===== config.mk =====
export PLATFORM = sky130hd
export DESIGN_NAME = socks5_reply_parser
export DESIGN_NICKNAME = d
export VERILOG_FILES = /design/src/sv/s5rp_pkg.sv /design/src/sv/socks5_reply_parser.sv
export SDC_FILE = /design/constraint.sdc
export NUM_CORES = 1
export LEC_CHECK = 0
export BUFFER_PORTS_ARGS = -buffer_cell sky130_fd_sc_hd__buf_2
export CAP_MARGIN = 10
export CORE_UTILIZATION = 55
export CTS_BUF_LIST = sky130_fd_sc_hd__clkbuf_4 sky130_fd_sc_hd__clkbuf_8
export CTS_CLUSTER_DIAMETER = 100
export DETAILED_ROUTE_END_ITERATION = 7
export GPL_TIMING_DRIVEN = 0
export HOLD_SLACK_MARGIN = 0.05
export PLACE_DENSITY = 0.83
export SYNTH_ARGS = -nofsm -noshare
export SYNTH_HDL_FRONTEND = slang
export SYNTH_SLANG_ARGS = --single-unit

===== constraint.sdc =====
create_clock -name clk_i -period 10.9 [get_ports clk_i]
set_input_delay 1.635 -clock clk_i [delete_from_list [all_inputs] [get_ports clk_i]]
set_output_delay 1.635 -clock clk_i [all_outputs]
set_load 0.005 [all_outputs]

===== src/sv/s5rp_pkg.sv =====
// Package with the constants and types shared by the SOCKS5 reply parser and its checker.
`timescale 1ns / 1ps
`default_nettype none
package s5rp_pkg;

  localparam logic [7:0] SocksVersion = 8'h05;
  localparam logic [7:0] AtypIpv4     = 8'h01;
  localparam logic [7:0] AtypDomain   = 8'h03;
  localparam logic [7:0] AtypIpv6     = 8'h04;
  localparam logic [7:0] LenIpv4      = 8'd4;
  localparam logic [7:0] LenIpv6      = 8'd16;

  // Fixed part of a reply: four header bytes and two port bytes.
  localparam logic [9:0] FixedLen     = 10'd6;

  typedef enum logic [1:0] {
    STATUS_OK       = 2'd0,
    STATUS_BAD_HDR  = 2'd1,
    STATUS_BAD_ATYP = 2'd2
  } status_e;

endpackage
`default_nettype wire


===== src/sv/socks5_reply_parser.sv =====
// SOCKS5 server reply parser taking one received byte per word.
//
// The input channel (in_valid_i, in_ready_o, rx_byte_i) carries the reply
// bytes in arrival order. The output channel (out_valid_o, out_ready_i and
// the result fields) carries one word per reply: the status, the address
// type byte and, for a good IPv4 reply, the bound address and port.
// A word appears in the cycle after the last byte of a reply is accepted, or
// in the cycle after the byte following an unknown address type. Parsing
// state and the result register are separate, so one byte is accepted in
// every cycle, and the input is only held off while a finished word waits
// in the result register and the receiver does not take it in that cycle.
// A stalled receiver therefore stops the input after at most one more
// reply has completed. Reset clears the byte count and the header flags,
// so the first byte afterwards is read as the version byte of a new reply,
// and empties the result register. After each reply the parser rearms in
// the same way without any idle cycle.
`timescale 1ns / 1ps
`default_nettype none
module socks5_reply_parser (
  input  wire logic        clk_i,
  input  wire logic        rst_ni,
  input  wire logic        in_valid_i,
  output logic             in_ready_o,
  input  wire logic [7:0]  rx_byte_i,
  output logic             out_valid_o,
  input  wire logic        out_ready_i,
  output logic [1:0]       status_o,
  output logic [7:0]       addr_type_o,
  output logic [31:0]      bound_ipv4_o,
  output logic [15:0]      bound_port_o
);

  logic [8:0]  count_q, count_d;
  logic [7:0]  type_q, type_d;
  logic [7:0]  len_q, len_d;
  logic        hdr_ok_q, hdr_ok_d;
  logic [31:0] addr_q, addr_d;
  logic [15:0] port_q, port_d;

  logic        out_valid_q, out_valid_d;
  logic [1:0]  status_q, status_d;
  logic [7:0]  out_type_q;
  logic [31:0] ipv4_q, ipv4_d;
  logic [15:0] bport_q, bport_d;

  logic        accept;
  logic        emit;
  logic        bad_atyp;
  logic        done;
  logic [8:0]  count_inc;
  logic [9:0]  total;
  logic        give_addr;

  assign in_ready_o = !out_valid_q || out_ready_i;
  assign accept     = in_valid_i && in_ready_o;

  always_comb begin
    hdr_ok_d  = hdr_ok_q;
    type_d    = type_q;
    len_d     = len_q;
    addr_d    = addr_q;
    bad_atyp  = 1'b0;
    if (count_q == 9'd0 && rx_byte_i != s5rp_pkg::SocksVersion) begin
      hdr_ok_d = 1'b0;
    end
    if (count_q == 9'd1 && rx_byte_i != 8'd0) begin
      hdr_ok_d = 1'b0;
    end
    if (count_q == 9'd3) begin
      type_d = rx_byte_i;
    end
    if (count_q == 9'd4) begin
      if (type_q == s5rp_pkg::AtypIpv4) begin
        len_d = s5rp_pkg::LenIpv4;
      end else if (type_q == s5rp_pkg::AtypDomain) begin
        len_d = rx_byte_i;
      end else if (type_q == s5rp_pkg::AtypIpv6) begin
        len_d = s5rp_pkg::LenIpv6;
      end else begin
        bad_atyp = 1'b1;
      end
    end
    if (count_q >= 9'd4 && count_q < 9'd8) begin
      addr_d = {addr_q[23:0], rx_byte_i};
    end
    port_d    = {port_q[7:0], rx_byte_i};
    count_inc = count_q + 9'd1;
    // The domain length byte itself belongs to the address field.
    total     = s5rp_pkg::FixedLen + {2'b00, len_d}
              + {9'd0, (type_d == s5rp_pkg::AtypDomain)};
    done      = (count_inc >= 9'd5) && ({1'b0, count_inc} >= total);
    emit      = bad_atyp || done;
    give_addr = hdr_ok_d && (type_d == s5rp_pkg::AtypIpv4);
    count_d   = emit ? 9'd0 : count_inc;
  end

  always_comb begin
    out_valid_d = out_valid_q && !out_ready_i;
    status_d    = s5rp_pkg::STATUS_OK;
    ipv4_d      = 32'd0;
    bport_d     = 16'd0;
    if (accept && emit) begin
      out_valid_d = 1'b1;
    end
    if (bad_atyp) begin
      status_d = s5rp_pkg::STATUS_BAD_ATYP;
    end else if (!hdr_ok_d) begin
      status_d = s5rp_pkg::STATUS_BAD_HDR;
    end else begin
      status_d = s5rp_pkg::STATUS_OK;
    end
    if (!bad_atyp && give_addr) begin
      ipv4_d  = addr_d;
      bport_d = port_d;
    end
  end

  always_ff @(posedge clk_i or negedge rst_ni) begin
    if (!rst_ni) begin
      count_q     <= 9'd0;
      type_q      <= 8'd0;
      len_q       <= 8'd0;
      hdr_ok_q    <= 1'b1;
      addr_q      <= 32'd0;
      port_q      <= 16'd0;
      out_valid_q <= 1'b0;
    end else begin
      out_valid_q <= out_valid_d;
      if (accept) begin
        if (emit) begin
          count_q  <= 9'd0;
          type_q   <= 8'd0;
          len_q    <= 8'd0;
          hdr_ok_q <= 1'b1;
          addr_q   <= 32'd0;
          port_q   <= 16'd0;
        end else begin
          count_q  <= count_d;
          type_q   <= type_d;
          len_q    <= len_d;
          hdr_ok_q <= hdr_ok_d;
          addr_q   <= addr_d;
          port_q   <= port_d;
        end
      end
    end
  end

  always_ff @(posedge clk_i) begin
    if (accept && emit) begin
      status_q   <= status_d;
      out_type_q <= type_d;
      ipv4_q     <= ipv4_d;
      bport_q    <= bport_d;
    end
  end

  assign out_valid_o  = out_valid_q;
  assign status_o     = status_q;
  assign addr_type_o  = out_type_q;
  assign bound_ipv4_o = ipv4_q;
  assign bound_port_o = bport_q;

endmodule
`default_nettype wire


==> results.toml <==
[global_route]
grt_pass1_vias = 4407
grt_max_degree = 68
antenna_found_initial = 0
top_usage_layer = "met2"
grtUsageMet2 = 0.4113
met1_usage = 0.3632
grt_util_met3 = 0.06061
grt_use_total = 0.2647
grt_pass1_wl_mm = 22.67
gr-total-overflow = 0

[route]
via_count = 4695
drt_iter0_drc = 478
routedWlPerCell_um = 17.77
drt-total-wl_mm = 13.90
avgViaCountPerCell = 6.004
drc = 0
firstDrtPassIters = 5
ant_nets = 0

[sta]
fmax_mhz = 163.6
min_period_ns = 6.111
layout_setup_ws_ns = 4.789
worst_pin_slew_ns = 0.8667
setup_viol = 0
fin_skew_ns = 0.01357
fin_setup_tns_ns = 0
finalHoldViolCount = 0
rsz0062_at_grt = "no"
period_share = 0.5606
slew_violations = 0
slew_headroom = 0.4222
timing.hold.ws_ns = 0.4738

[die]
io_pins = 72
coreArea_um2 = 10370
fp-row-count = 37
die_y_um = 105.7
start_util = 0.5708
dieArea_um2 = 11180
dieWidth_um = 105.7

[synthesis]
synth_area_um2 = 5919
synth_top_area_cell = "edfxtp_1"
synth_edf_count = 58
synth_fp_nets = 571
ys_warn_count = 0
ys_seq_area_frac = 0.5777
yosys_most_used_dff = "dfrtp_1"
synth_seq_cells = 125
syn-mean-instance-area_um2 = 10.86
synth_cells = 545
ys_types = 58
synthArstFlopShare = 0.5360
synth_top_area_share = 0.2942
synth_area_leaders = "edfxtp_1, dfrtp_1, nand2_1, a22o_1, a21oi_1"

[finish]
diodes = 0
postLayoutCoreUtil = 0.6622
fillers = 802
syn2layout_area_growth_pct = 16.00
layout.nets = 659
drive_gt1_frac = 0.2121

[cts]
cts_sinks = 125
cts_setup_buffers = 0
ctsHoldBuffers = 0
cts_buffer_depth = 2
postCtsResizedCells = 0
cts_tree = "yes"
cts_buffers = 17
cts-root-buf = "clkbuf_8"
htreeDepth = 4
clk_latency_ns = 0.44
clkSlewWorstSetupHoldPaths_ns = 0.07

[place]
gp_congestion = 0.9857
dp_slack_ns = 4.331
dp_hpwl_mm = 9.428
portBuffers = 68

[hold_path]
hp-class = "flop to flop"

[pwr]
p_clk_frac = 0.278
swShare = 0.3570
peakVddDrop_mv = 0.1112
p_switching_uw = 540.0
p_int_uw = 972.5
p_comb_frac = 0.281
seq_power_share = 0.441
leakagePower_nw = 2.858
p_total_mw = 1.513
p_per_area_nw_per_um2 = 220.3

[worst_setup_path]
crit_path_start_kind = "input port"
cp_common_cell = "ha_1"
crit_required_ns = 11.04
path_max_fanout = 33
crit_slowest_cell = "or4_1"
crit_type = "input port to flop"
worstPathCellList = "clkbuf_1 > or4_1 > or4_4 > a21oi_1 > ha_1 > inv_1 > ha_1 > nand2_1 > nand3_1 > xnor2_1 > ha_1 > nand3_1 > o31ai_1 > a21oi_1 > nor3_1 > nor2_1 > nor2_4 > buf_12"
max_stage_delay_ns = 0.62
path_buf_inv = 3
cp-end-kind = "flop"
crit_family = "simple AND/OR/NAND/NOR gates"
worstPathArrival_ns = 6.25

[job]
cap_violations = 0

[run_status]
outcome = "finished, final reports clean"
## state kept, by name (all words and copies together), names as in the netlist
register      count
out_valid_o       1
count_q           9
status_o          2
addr_q           32
bound_ipv4_o     32
len_q             8
port_q            8
bound_port_o     16
hdr_ok_q          1
type_q            8
addr_type_o       8
## power groups by stage
stage	sequential (mW)	combinational [mW]	clock (mW)
2_1_floorplan	0.678	0.253	0
3_3_place_gp	0.678	0.398	0
3_5_place_dp	0.675	0.420	0
4_1_cts	0.666	0.423	0.421
5_1_grt	0.676	0.468	0.442
6_report	0.666	0.426	0.421
## cells by family (layout without fill, tap and decap cells)
kind of cell               Yosys count  count (layout)  synth area share
xor gates and xnor gates            13              13           0.01923
buffers and inverters               45             146           0.03657
adders and majority gates           14              14           0.02959
and+or+nand+nor                    206             206            0.1649
muxes                                8               8           0.01501
AOI/OAI and AO/OA                  134             134            0.1570
DFF                                125             125            0.5777
## cell usage in the layout (no fill, tap or decap), drive strengths merged, types with 2 or more instances in the layout
cell	instances
nand2b	6
and2	20
a21oi	40
nor2	8
o21ai	28
nor3	6
bufinv	2
xnor2	5
or3	2
clkinv	2
a21o	2
dfrtp	66
nand2	129
or4	4
o22ai	3
edfxtp	58
buf	80
nor4	4
o31ai	10
clkbuf	40
xor2	8
ha	14
mux2	7
inv	20
a22o	36
nand3	14
a22oi	3
and3	6
clkinvlp	2
## layer usage
| metal | share of wire | routed length, µm | up-vias |
|---|---|---|---|
| met1 | 0.43 | 6022 | 2298 |
| met2 | 0.47 | 6595 | 227 |
| met5 | 0 | 0 | - |
| met3 | 0.069 | 963 | 35 |
| li1 | - | - | 2135 |
| met4 | 0.023 | 316 | 0 |
## metrics by stage
stage,cells,instance area (µm²)
2_1_floorplan,545,5919
3_3_place_gp,749,6430
3_5_place_dp,750,6460
4_1_cts,782,6867
5_1_grt,782,6867
6_report,782,6867
## synth_stat cells (3+ instances only)
cell	count
dfrtp_1	66
nor3_1	5
edfxtp_1	58
mux2_2	7
buf_2	5
xnor2_1	5
nand2_1	129
nor4_1	3
o31ai_1	10
clkbuf_1	23
xor2_1	8
ha_1	14
nand2b_1	6
a22o_1	36
or4_1	3
a21oi_1	35
buf_6	5
nand3_1	13
a22oi_1	3
and2_1	20
and3_1	5
inv_1	11
nor2_1	8
o21ai_0	27
a21oi_2	5
## cell type report
| cell class | instances | area (µm²) | area share |
|---|---|---|---|
| well taps | 136 | 170.2 | 0.02478 |
| repair buffers | 69 | 362.8 | 0.05284 |
| inverters | 11 | 41.29 | 0.006013 |
| multi-input cells | 375 | 2291 | 0.3336 |
| clock buffers | 17 | 234.0 | 0.03407 |
| flip-flops and latches | 125 | 3420 | 0.4980 |
| clock inverters | 15 | 172.7 | 0.02515 |
| plain buffers | 34 | 175.2 | 0.02551 |
## worst paths after layout
kind	start	to	slack, ns	depth (start not counted)
setup / recovery	rx_byte_i[6]	bound_port_o[15]$_SDFFCE_PN0P_	4.79	18
hold / removal	port_q[5]$_DFFE_PN0P_	port_q[5]$_DFFE_PN0P_	0.47	2
setup reg to reg	count_q[0]$_DFFE_PN0P_	bound_port_o[15]$_SDFFCE_PN0P_	5.03	20
hold reg to reg	port_q[5]$_DFFE_PN0P_	port_q[5]$_DFFE_PN0P_	0.47	2
max in group asynchronous	rst_ni	addr_q[23]$_DFFE_PN0P_	9.02	1
min in group asynchronous	rst_ni	out_valid_o$_DFF_PN0_	1.28	1
## worst register-to-register path: cells and delay by family (launching register included)
| kind | cells | cell delay [ns] |
|---|---|---|
| AND/OR/NAND/NOR | 9 | 2.76 |
| adder cells (fa/ha/maj) | 4 | 0.98 |
| AO/OA/AOI/OAI | 3 | 0.67 |
| flip-flops | 1 | 0.50 |
| buffers and inverters | 3 | 0.49 |
| XOR/XNOR | 1 | 0.15 |
No activity file was read; power rests on OpenSTA's default activity.
